<file path="src/rtl/sfr_pkg.sv">
// ----------------------------------------------------------------------------
// sfr_pkg
// Shared types and constants for the stuffed frame receiver and its checker.
// ----------------------------------------------------------------------------
package sfr_pkg;

	localparam int unsigned MAX_PAYLOAD_DEF = 4096;
	localparam logic [7:0]  MARKER_RESET    = 8'd126;
	localparam int unsigned BYTE_W          = 8;
	localparam int unsigned IDX_W           = 12;
	localparam int unsigned LEN_W           = 16;
	localparam int unsigned SUM_W           = 16;
	localparam int unsigned CTR_W           = 32;

	typedef enum logic [2:0] {
		PH_WAIT     = 3'd0,
		PH_LEN_HIGH = 3'd1,
		PH_DATA     = 3'd2,
		PH_SUM_LOW  = 3'd3,
		PH_SUM_HIGH = 3'd4
	} phase_t;

	typedef enum logic [2:0] {
		EV_NONE     = 3'd0,
		EV_GOOD     = 3'd1,
		EV_SUM_ERR  = 3'd2,
		EV_TOO_LONG = 3'd3,
		EV_RESTART  = 3'd4
	} event_t;

endpackage

</file>
<file path="src/rtl/stuffed_frame_receiver.sv">
// ----------------------------------------------------------------------------
// stuffed_frame_receiver
// Byte-stuffed frame deframer with a 16-bit byte-sum checksum.
// ----------------------------------------------------------------------------
// Takes one raw link byte per input transaction and returns exactly one result
// transaction per byte. A doubled marker byte is one literal byte; a marker
// followed by any other byte opens a frame, that byte being the low length
// byte. Then come the high length byte, the payload (passed out byte by byte
// with its index) and a little-endian 16-bit checksum of the payload byte sum.
// Each result carries the frame event (good, checksum error, too long,
// restart inside an open frame), the declared length and four wrapping error
// and good-frame counters. Throughput is one byte per clock while out_ready
// stays high: a byte is held in an input register, and the frame state and
// counters update as it moves into the output register, where its result is
// visible and can be taken. Both registers stall only on out_ready low. The
// marker register is written through cfg_wr_en / cfg_wr_data; the user must
// write it only while the block is idle, as the block itself does not enforce
// this. Its reset value is 126.
module stuffed_frame_receiver
	import sfr_pkg::*;
#(
	parameter int unsigned MAX_PAYLOAD = MAX_PAYLOAD_DEF
) (
	input  logic                clk,
	input  logic                arst_n,
	// configuration
	input  logic                cfg_wr_en,
	input  logic [BYTE_W-1:0]   cfg_wr_data,
	// input channel
	input  logic                in_valid,
	output logic                in_ready,
	input  logic [BYTE_W-1:0]   rx_byte,
	// result channel
	output logic                out_valid,
	input  logic                out_ready,
	output logic                payload_valid,
	output logic [BYTE_W-1:0]   payload_byte,
	output logic [IDX_W-1:0]    payload_index,
	output logic [2:0]          frame_event,
	output logic [LEN_W-1:0]    frame_length,
	output logic [CTR_W-1:0]    good_frames,
	output logic [CTR_W-1:0]    checksum_errors,
	output logic [CTR_W-1:0]    length_errors,
	output logic [CTR_W-1:0]    restart_errors
);

	// Payload counter must reach MAX_PAYLOAD itself.
	localparam int unsigned CNT_W = $clog2(MAX_PAYLOAD + 1);

	// Marker register.
	logic [BYTE_W-1:0] marker_q;

	// Input stage.
	logic              valid_s1;
	logic [BYTE_W-1:0] byte_s1;
	logic              advance;

	// Frame state.
	logic              esc_q,   esc_nxt;
	phase_t            phase_q, phase_nxt;
	logic [LEN_W-1:0]  len_q,   len_nxt;
	logic [CNT_W-1:0]  cnt_q,   cnt_nxt;
	logic [SUM_W-1:0]  sum_q,   sum_nxt;
	logic [BYTE_W-1:0] cks_lo_q, cks_lo_nxt;
	logic [CTR_W-1:0]  good_q,  good_nxt;
	logic [CTR_W-1:0]  serr_q,  serr_nxt;
	logic [CTR_W-1:0]  lerr_q,  lerr_nxt;
	logic [CTR_W-1:0]  rerr_q,  rerr_nxt;

	// Result of the current byte.
	logic              pv;
	logic [BYTE_W-1:0] pbyte;
	logic [IDX_W-1:0]  pindex;
	event_t            ev;
	logic [CNT_W-1:0]  cnt_inc;

	// Output register.
	logic              out_valid_q;
	logic              pv_q;
	logic [BYTE_W-1:0] pbyte_q;
	logic [IDX_W-1:0]  pindex_q;
	event_t            ev_q;

	// Move the held byte on when the output register is empty or being drained.
	assign advance  = valid_s1 && (!out_valid_q || out_ready);
	assign in_ready = !valid_s1 || advance;

	always_ff @(posedge clk or negedge arst_n) begin
		if (!arst_n) begin
			marker_q <= MARKER_RESET;
		end else if (cfg_wr_en) begin
			marker_q <= cfg_wr_data;
		end
	end

	always_ff @(posedge clk or negedge arst_n) begin
		if (!arst_n) begin
			valid_s1 <= 1'b0;
		end else if (in_ready) begin
			valid_s1 <= in_valid;
		end
	end

	always_ff @(posedge clk) begin
		if (in_ready && in_valid) begin
			byte_s1 <= rx_byte;
		end
	end

	assign cnt_inc = cnt_q + 1'b1;

	// Next frame state and the result for the byte in the input stage.
	always_comb begin
		esc_nxt    = esc_q;
		phase_nxt  = phase_q;
		len_nxt    = len_q;
		cnt_nxt    = cnt_q;
		sum_nxt    = sum_q;
		cks_lo_nxt = cks_lo_q;
		good_nxt   = good_q;
		serr_nxt   = serr_q;
		lerr_nxt   = lerr_q;
		rerr_nxt   = rerr_q;
		pv         = 1'b0;
		pbyte      = '0;
		pindex     = '0;
		ev         = EV_NONE;

		if (esc_q && byte_s1 != marker_q) begin
			// Marker then a non-marker: open a new frame.
			esc_nxt = 1'b0;
			if (phase_q != PH_WAIT) begin
				rerr_nxt = rerr_q + 1'b1;
				ev       = EV_RESTART;
			end
			phase_nxt  = PH_LEN_HIGH;
			len_nxt    = LEN_W'(byte_s1);
			cnt_nxt    = '0;
			sum_nxt    = '0;
			cks_lo_nxt = '0;
		end else if (!esc_q && byte_s1 == marker_q) begin
			// First marker: hold it until the next byte decides.
			esc_nxt = 1'b1;
		end else begin
			// Plain byte or an unstuffed literal marker.
			esc_nxt = 1'b0;
			case (phase_q)
				PH_WAIT: begin
					phase_nxt = PH_WAIT;
				end
				PH_LEN_HIGH: begin
					len_nxt   = {byte_s1, len_q[7:0]};
					phase_nxt = ({byte_s1, len_q[7:0]} == '0) ? PH_SUM_LOW : PH_DATA;
				end
				PH_DATA: begin
					pv      = 1'b1;
					pbyte   = byte_s1;
					pindex  = IDX_W'(cnt_q);
					cnt_nxt = cnt_inc;
					sum_nxt = sum_q + SUM_W'(byte_s1);
					if (32'(cnt_inc) >= 32'(len_q)) begin
						phase_nxt = PH_SUM_LOW;
					end else if (cnt_inc == CNT_W'(MAX_PAYLOAD)) begin
						lerr_nxt  = lerr_q + 1'b1;
						phase_nxt = PH_WAIT;
						ev        = EV_TOO_LONG;
					end
				end
				PH_SUM_LOW: begin
					cks_lo_nxt = byte_s1;
					phase_nxt  = PH_SUM_HIGH;
				end
				PH_SUM_HIGH: begin
					if ({byte_s1, cks_lo_q} == sum_q) begin
						good_nxt = good_q + 1'b1;
						ev       = EV_GOOD;
					end else begin
						serr_nxt = serr_q + 1'b1;
						ev       = EV_SUM_ERR;
					end
					phase_nxt = PH_WAIT;
				end
				default: begin
					phase_nxt = PH_WAIT;
				end
			endcase
		end
	end

	// Frame state register: update only when the byte moves to the output.
	always_ff @(posedge clk or negedge arst_n) begin
		if (!arst_n) begin
			esc_q    <= 1'b0;
			phase_q  <= PH_WAIT;
			len_q    <= '0;
			cnt_q    <= '0;
			sum_q    <= '0;
			cks_lo_q <= '0;
			good_q   <= '0;
			serr_q   <= '0;
			lerr_q   <= '0;
			rerr_q   <= '0;
		end else if (advance) begin
			esc_q    <= esc_nxt;
			phase_q  <= phase_nxt;
			len_q    <= len_nxt;
			cnt_q    <= cnt_nxt;
			sum_q    <= sum_nxt;
			cks_lo_q <= cks_lo_nxt;
			good_q   <= good_nxt;
			serr_q   <= serr_nxt;
			lerr_q   <= lerr_nxt;
			rerr_q   <= rerr_nxt;
		end
	end

	// Output register: load on advance, drop valid once the result is taken.
	always_ff @(posedge clk or negedge arst_n) begin
		if (!arst_n) begin
			out_valid_q <= 1'b0;
		end else if (advance) begin
			out_valid_q <= 1'b1;
		end else if (out_ready) begin
			out_valid_q <= 1'b0;
		end
	end

	always_ff @(posedge clk) begin
		if (advance) begin
			pv_q     <= pv;
			pbyte_q  <= pbyte;
			pindex_q <= pindex;
			ev_q     <= ev;
		end
	end

	// Length and counters are the frame state after this byte.
	assign out_valid       = out_valid_q;
	assign payload_valid   = pv_q;
	assign payload_byte    = pbyte_q;
	assign payload_index   = pindex_q;
	assign frame_event     = ev_q;
	assign frame_length    = len_q;
	assign good_frames     = good_q;
	assign checksum_errors = serr_q;
	assign length_errors   = lerr_q;
	assign restart_errors  = rerr_q;

endmodule

</file>
<file path="config.mk">
export PLATFORM = sky130hd
export DESIGN_NAME = stuffed_frame_receiver
export DESIGN_NICKNAME = d
export VERILOG_FILES = /design/src/rtl/sfr_pkg.sv /design/src/rtl/stuffed_frame_receiver.sv
export SDC_FILE = /design/constraint.sdc
export NUM_CORES = 1
export LEC_CHECK = 0
export BUFFER_PORTS_ARGS = -buffer_cell sky130_fd_sc_hd__buf_2
export CORE_MARGIN = 2
export CORE_UTILIZATION = 50
export DETAILED_ROUTE_END_ITERATION = 6
export GPL_ROUTABILITY_DRIVEN = 1
export GPL_TIMING_DRIVEN = 0
export PLACE_DENSITY = 0.75
export SLEW_MARGIN = 20
export SYNTH_ARGS = -nofsm -noshare
export SYNTH_HDL_FRONTEND = slang
export SYNTH_SLANG_ARGS = --single-unit
</file>
<file path="constraint.sdc">
create_clock -name clk -period 3.5 [get_ports clk]
set_input_delay 0.7 -clock clk [delete_from_list [all_inputs] [get_ports clk]]
set_output_delay 0.7 -clock clk [all_outputs]
set_load 0.01 [all_outputs]
</file>
==> impl_results.md, run 1 <==
- Core region area: between 0.02 and 0.025 mm²
- Root cell of the clock tree: sky130_fd_sc_hd__clkbuf_16
- Die W: roughly 150 µm
- Slew @ Worst Pin: approximately 0.94 ns
- Aggregate global routing overflow: 0
- Switching share of power: about 30%
- Fraction of met2 tracks used by global routing: between 30% and 40%
- Clock input transition at the sequential cells of the worst setup and hold paths: 0.06 ns
- Maximum VDD drop: between 300 and 400 µV
- Wire length of the first global-routing pass: around 43 mm
- Flop-to-flop setup slack: between 0.1 and 0.15 ns
- Floorplan die height: between 150 and 200 µm
- Post-layout worst setup margin: ~0.13 ns
- Final antenna diode count: 0
- Count of H-tree levels built during CTS: 1
- IO buf count: 189
- Most used routing layer in global routing: met2
- Routed length per instance: between 15 and 20 µm
- Count of max-cap constraint violations: 0
- Hold WC Path Type: in -> async
- Number of antenna violations at the first check in global routing: 0
- Post-route ant nets: 0
- Count of pins on the block boundary: between 150 and 200
- Combined global-route utilization of all metal layers: 22.19%
- Number of enable-type register cells in the synthesized netlist: 32
- Largest fanout on the critical path: 8
- # nets final: 1,292
- Longest individual stage delay on the worst path: 0.51 ns
- Post-route worst hold slack: just under 0.09 ns
- Number of CTS-inserted buffers: 25
- Kind of launch point of the worst setup path: flip-flop
- Required time reported for the critical path endpoint: roughly 4 ns
- Total net switching power: roughly 2.2 mW
- Hold Vio Cnt, Final: 0
- Crit-path leading delay family: simple AND/OR/NAND/NOR gates
- Worst-case clock buffer depth: 3
- Share of synthesized area occupied by flip-flops and latches: 53.40%
- Cell Count, Final, Fillers Out: around 1.5k
- Clock skew: approximately 0.022 ns
- WP buf/inv: 2
- Syn avg cell area: approximately 11 µm²
- Endpoint class of the critical path: flip-flop
- Detailed placer's ending HPWL: 18.22 mm
- Final RePlAce weighted congestion: about 0.83
- List of cells traversed by the critical path: buf_4, nand4_1, o21a_1, or2_2, ha_1, nand4_1, a21oi_1, nor4_2, a21oi_2, or4_4, buf_4, nor4_4, xor2_1
- Starting utilization of the core area: 50.49%
- Yosys warns: 0
- Critical Setup Path Class: reg -> reg
- Area enclosed by the die boundary: 0.02310 mm²
- Cell Area, Synth: 0.01095 mm²
- Clock tree from TritonCTS: built
- Met3 Usage GRT: ~3.9%
- Fmax achieved: between 200 and 300 MHz
- CP arrival: roughly 3.8 ns
- Clock network fraction of design power: about 36%
- Global Route met1 Usage: between 30% and 40%
- Post-Synthesis Net Count: ~1.1k
- Share of final-layout standard cells stronger than drive strength 1: between 20% and 30%
- Routed via count divided by cell count: 5.421
- Via count of the first global-routing pass: slightly above 8k
- Largest net degree at the start of global routing: 88
- Synthesized instance count: just over 1k
- Synthesis-to-finish area growth: 22.82%
- Reported leakage power: 6.591 nW
- Clk_lat worst skew: between 0.5 and 0.6 ns
- Max-slew headroom at the worst pin: between 30% and 40%
- Status: completed
- Synth async-reset ratio: ~86%
- Number of sinks on the clock net: between 200 and 250
- Filler cell count in the final layout: 1,721
- Final cycle utilization of the critical path: about 96%
- Setup Slack @ Placement: -0.6714 ns
- Placed cell count: roughly 1.5k
- Total wire length: roughly 26 mm
- Row count: between 50 and 60
- Slowest-stage cell, CP: sky130_fd_sc_hd__or4_4
- Detailed Route Iter0 Violations: ~570
- Power per standard cell area: between 500 and 600 mW/mm²
- DRC viols: 0
- Post-layout utilization of the core: approximately 62%
- Count of pins over their slew limit: 0
- Count of cell types in the netlist: approximately 60
- Total number of vias: 8,332
- Post-route minimum period: about 3.4 ns
- Setup repair after global routing missed its margin: yes
- Combinational Power Share: 21.0%
- Setup violations, final: 0
- Flip-flop cell with the highest count after synthesis: sky130_fd_sc_hd__dfrtp_1
- Flop pwr share: 43.6%
- Count of TritonRoute iterations in the first routing pass: 5
- Power Internal: 5.166 mW
- Count of state elements after synthesis: around 230
[repair_timing]
item | CTS | global route
hold buffers | 0 | 0
buffers inserted | 13 | 3
pin swaps | 4 | 10
hold endpoints to repair | 0 | 0
resized for setup | 16 | 21
setup endpoints to repair | 53 | 43
[flip-flops by register name, indices dropped and copies added (netlist names)]
name and cells:
out_valid 1, good_frames 32, length_errors 32, payload_index 12
phase_q 3, restart_errors 32, esc_q 1, frame_length 16
marker_q 8, checksum_errors 32, frame_event 3, sum_q 16
cks_lo_q 8, byte_s1 8, payload_byte 8, payload_valid 1
valid_s1 1, cnt_q 13
[final cells by class]
class / count / area [µm²] / share of cell area, %
buffer: 27 / 142.6 / 1.061
clock buffer: 41 / 745.7 / 5.545
clock inverter: 2 / 60.06 / 0.4466
inverter: 41 / 153.9 / 1.144
multi-input combinational: 711 / 4986 / 37.07
sequential: 227 / 5852 / 43.51
tap: 280 / 350.3 / 2.605
timing repair buffer: 208 / 1159 / 8.615
[placed cells by master (no fill, tap or decap), drive strengths merged, types with 4 or more instances in the layout]
cell type / n
nor2b: 4
inv: 41
nor2: 59
nor4: 16
o31ai: 5
o21a: 4
xnor2: 101
o21ai: 43
nor3: 38
and2: 26
clkbuf: 56
a21oi: 14
dfrtp: 189
nand2: 106
dfstp: 6
nand2b: 4
a211oi: 4
nand3: 53
edfxtp: 32
and3: 29
mux2: 18
and4: 9
a22o: 10
buf: 220
xor2: 67
or3: 6
nand4: 35
ha: 29
[worst reg2reg max path: stages (launching register included)]
cell                      delay, ns
sky130_fd_sc_hd__dfrtp_1       0.32
sky130_fd_sc_hd__buf_4         0.16
sky130_fd_sc_hd__nand4_1       0.24
sky130_fd_sc_hd__o21a_1        0.29
sky130_fd_sc_hd__or2_2         0.33
sky130_fd_sc_hd__ha_1          0.27
sky130_fd_sc_hd__nand4_1       0.13
sky130_fd_sc_hd__a21oi_1       0.07
sky130_fd_sc_hd__nor4_2        0.30
sky130_fd_sc_hd__a21oi_2       0.15
sky130_fd_sc_hd__or4_4         0.52
sky130_fd_sc_hd__buf_4         0.17
sky130_fd_sc_hd__nor4_4        0.15
sky130_fd_sc_hd__xor2_1        0.17
[layer usage]
metal  wire length [µm]  up-vias
met5                  0        -
met4                494        0
met3               1453       41
met2              12160      213
met1              11710     4110
li1                   -     3968
[logic make-up after synthesis]
family | after synthesis | share of synthesized area (%)
fa+ha+maj | 30 | 3.496
xor+xnor | 168 | 13.44
mux | 19 | 1.942
compound gates | 98 | 5.862
flops | 227 | 53.40
simple gates | 396 | 19.14
buf+inv | 71 | 2.719
[path summary, 6_finish.rpt]
path,to,start,depth (start not counted)
setup / recovery,length_errors[19],cnt_q[7],13
hold / removal,good_frames[6],arst_n,1
setup reg to reg,length_errors[19],cnt_q[7],13
hold reg to reg,checksum_errors[31],checksum_errors[31],1
max in group asynchronous,length_errors[18],arst_n,2
min in group clk,byte_s1[4],rx_byte[4],1
[Yosys cell counts (16+ instances only)]
| library cell | count | area share, % |
|---|---|---|
| sky130_fd_sc_hd__and2_1 | 25 | 1.4 |
| sky130_fd_sc_hd__and3_1 | 29 | 1.7 |
| sky130_fd_sc_hd__clkbuf_1 | 16 | 0.55 |
| sky130_fd_sc_hd__dfrtp_1 | 189 | 43 |
| sky130_fd_sc_hd__edfxtp_1 | 32 | 8.8 |
| sky130_fd_sc_hd__ha_1 | 29 | 3.3 |
| sky130_fd_sc_hd__inv_1 | 41 | 1.4 |
| sky130_fd_sc_hd__mux2_2 | 18 | 1.9 |
| sky130_fd_sc_hd__nand2_1 | 106 | 3.6 |
| sky130_fd_sc_hd__nand3_1 | 52 | 2.4 |
| sky130_fd_sc_hd__nand4_1 | 35 | 2.0 |
| sky130_fd_sc_hd__nor2_1 | 59 | 2.0 |
| sky130_fd_sc_hd__nor3_1 | 30 | 1.4 |
| sky130_fd_sc_hd__o21ai_0 | 39 | 1.8 |
| sky130_fd_sc_hd__xnor2_1 | 101 | 8.1 |
| sky130_fd_sc_hd__xor2_1 | 67 | 5.4 |
[stage by stage]
stage | setup TNS [ns] | area (µm²) | total power [mW]
floorplan | 0 | 10950 | 4.171
global placement | -365.38 | 12250 | 4.622
detailed placement | -16.43 | 12360 | 4.703
CTS | 0 | 13330 | 7.376
global route | -0.001391 | 13450 | 7.694
finish | 0 | 13450 | 7.324
[power by group through the flow]
| stage | registers, mW | logic [mW] | clock network, mW |
|---|---|---|---|
| 2_1_floorplan | 3.23 | 0.942 | 0 |
| 3_3_place_gp | 3.23 | 1.39 | 0 |
| 3_5_place_dp | 3.24 | 1.46 | 0 |
| 4_1_cts | 3.18 | 1.53 | 2.66 |
| 5_1_grt | 3.22 | 1.71 | 2.75 |
| 6_report | 3.19 | 1.54 | 2.60 |
No activity file was read; power rests on OpenSTA's default activity.
==> run 2: changes to the inputs <==
HOLD_SLACK_MARGIN = 0.15   (was unset)
==> run 2 against run 1 <==
  * Global-route usage unchanged
  * Cell area is essentially flat
  * Non-clock buffer count grew 1
  * Combinational power about the same
  * Sequential cell count did not move
  * Power barely moved
  * Critical endpoint unchanged
  * Highest routed layer unchanged
==> impl_results.md, run 2 (same netlist as run 1, synthesis figures left out) <==
- Setup repair after global routing missed its margin: yes
- Area enclosed by the die boundary: 0.02310 mm² (unchanged)
- Placed inst area: 0.01236 mm² (unchanged)
- CP arrival: 3.80 ns (about the same)
- Routed via count divided by cell count: 5.425 (about the same)
- Longest individual stage delay on the worst path: 0.65 ns (+0.14 ns)
- Total power after layout: 7.326 mW (about the same)
- Critical Path Start: marker_q[1]
- Fmax achieved: 295.8 MHz (-0.35%)
- Endpoint class of the critical path: flip-flop
- Die W: 152.0 µm (unchanged)
- Maximum VDD drop: 304.4 µV (+1.1%)
- Detailed placer's ending HPWL: 18.22 mm (unchanged)
- Number of sinks on the clock net: 227 (unchanged)
- Area taken by flip-flops and latches: 0.005852 mm² (unchanged)
- R2R Path Start: marker_q[1]
- Synthesis-to-finish area growth: 22.91% (about the same)
- Fin area: 0.01346 mm² (about the same)
- Detailed Route Iter0 Violations: 564 (-0.88%)
- Root cell of the clock tree: sky130_fd_sc_hd__clkbuf_16
- Largest net degree at the start of global routing: 88 (unchanged)
- Total wire length: 25.88 mm (+0.21%)
- Reported leakage power: 6.595 nW (about the same)
- Aggregate global routing overflow: 0 (unchanged)
- Routed length per instance: 16.83 µm (+0.14%)
- Clock input transition at the sequential cells of the worst setup and hold paths: 0.06 ns (about the same)
- Number of CTS-inserted buffers: 25 (unchanged)
- Via count of the first global-routing pass: 8,296 (+0.072%)
- Filler cell count in the final layout: 1,720 (-0.058%)
- Count of max-cap constraint violations: 0 (unchanged)
- Slew @ Worst Pin: 0.9978 ns (+0.05818 ns)
- Status: completed
- # nets final: 1,293 (+0.077%)
- Max-slew headroom at the worst pin: 33.31% (-3.5 points)
- Largest fanout on the critical path: 5 (-3)
- Floorplan die height: 152.0 µm (unchanged)
- Commonest cells after routing, fill and taps aside: sky130_fd_sc_hd__buf_2 (191), sky130_fd_sc_hd__dfrtp_1 (186), sky130_fd_sc_hd__nand2_1 (106), sky130_fd_sc_hd__xnor2_1 (99), sky130_fd_sc_hd__xor2_1 (66)
- Worst-case clock buffer depth: 3 (unchanged)
- Count of TritonRoute iterations in the first routing pass: 7 (+2)
- Number of antenna violations at the first check in global routing: 0 (unchanged)
- Final antenna diode count: 0 (unchanged)
- Share of final-layout standard cells stronger than drive strength 1: 25.36% (about the same)
- Row count: 54 (unchanged)
- Starting utilization of the core area: 50.49% (unchanged)
- Kind of launch point of the worst setup path: flip-flop
- Total number of vias: 8,343 (+0.13%)
- Combined global-route utilization of all metal layers: 22.19% (unchanged)
- Setup violations, final: 0 (unchanged)
- Count of pins over their slew limit: 0 (unchanged)
- Core region area: 0.02169 mm² (unchanged)
- Wire length of the first global-routing pass: 42.82 mm (unchanged)
- Clk_lat worst skew: 0.52 ns (about the same)
- Final cycle utilization of the critical path: 96.60% (+0.34 points)
- Multi-input gate area: 0.004986 mm² (unchanged)
- Clock tree from TritonCTS: built
- Power per standard cell area: 544.3 mW/mm² (about the same)
- Post-route minimum period: 3.381 ns (+0.01195 ns)
- Leading cell type in the layout, fill and taps excluded: sky130_fd_sc_hd__buf_2
- Hold WC Path Type: in -> reg
- Count of pins on the block boundary: 191 (unchanged)
- Hold Vio Cnt, Final: 0 (unchanged)
- Post-layout worst setup margin: 0.1189 ns (-0.01195 ns)
- Count of H-tree levels built during CTS: 1 (unchanged)
- Final RePlAce weighted congestion: 0.8305 (unchanged)
- Required time reported for the critical path endpoint: 3.92 ns (about the same)
- DRC viols: 0 (unchanged)
- Clock skew: 0.02346 ns (+0.001463 ns)
- List of cells traversed by the critical path: xor2_1, nor4_1, nand4_1, ha_4, nor4_4, buf_4, nand2_1, or4_4, buf_4, nor4_4, xor2_1
- Hold Path Origin: rx_byte[6]
- Slowest-stage cell, CP: sky130_fd_sc_hd__or4_4
- Post-layout utilization of the core: 62.06% (about the same)
- Setup Slack @ Placement: -0.6714 ns (unchanged)
- Post-route ant nets: 0 (unchanged)
- IO buf count: 189 (unchanged)
- Post-route worst hold slack: 0.3561 ns (+0.2680 ns)
- Critical Setup Path Class: reg -> reg
run 2: routing by layer:
layer  GRT usage (%)  wire length [µm]
met1           31.19             11700
met2           35.93             12230
met3           3.936              1450
met4           5.785               500
met5               0                 0
run 2: where the power goes:
part / switching [mW] / internal (mW) / leakage (nW)
clock: 1.01 / 1.59 / 0.391
sequential: 0.233 / 2.96 / 2.90
combinational: 0.914 / 0.623 / 3.30
run 2: worst paths after layout:
kind	endpoint	cells past startpoint	slack (ns)
max in group asynchronous	length_errors[18]	3	2.03
setup / recovery	length_errors[19]	11	0.12
min in group asynchronous	good_frames[6]	2	0.68
hold / removal	byte_s1[6]	1	0.36
hold reg to reg	good_frames[31]	1	0.46
setup reg to reg	length_errors[19]	11	0.12
run 2: what timing repair did:
item	in CTS	in global routing
hold endpoints to repair	46	0
gates resized for setup	16	21
hold buffers	1	0
setup buffers	13	3
pin swaps	4	10
endpoints found under the setup margin	53	43
run 2: final cells by class:
class,instances,share of cell area [%]
plain buffers,27,1.060
clock buffers,41,5.541
clock inverters,2,0.4462
inverters,41,1.143
multi-input cells,711,37.05
flip-flops and latches,227,43.48
well taps,280,2.603
repair buffers,209,8.683
run 2: critical path: cells and delay by family, from the launching register on:
kind | cells | cell delay [ns]
flops | 1 | 0.53
simple gates | 6 | 1.87
fa+ha+maj | 1 | 0.29
xor+xnor | 2 | 0.23
buf+inv | 2 | 0.36
run 2: stage by stage:
stage,TNS [ns],std cells
after floorplan,0,1009
after global routing,-0.001391,1538
after global placement,-365.38,1478
final,0,1538
after detailed placement,-16.43,1481
after CTS,0,1536
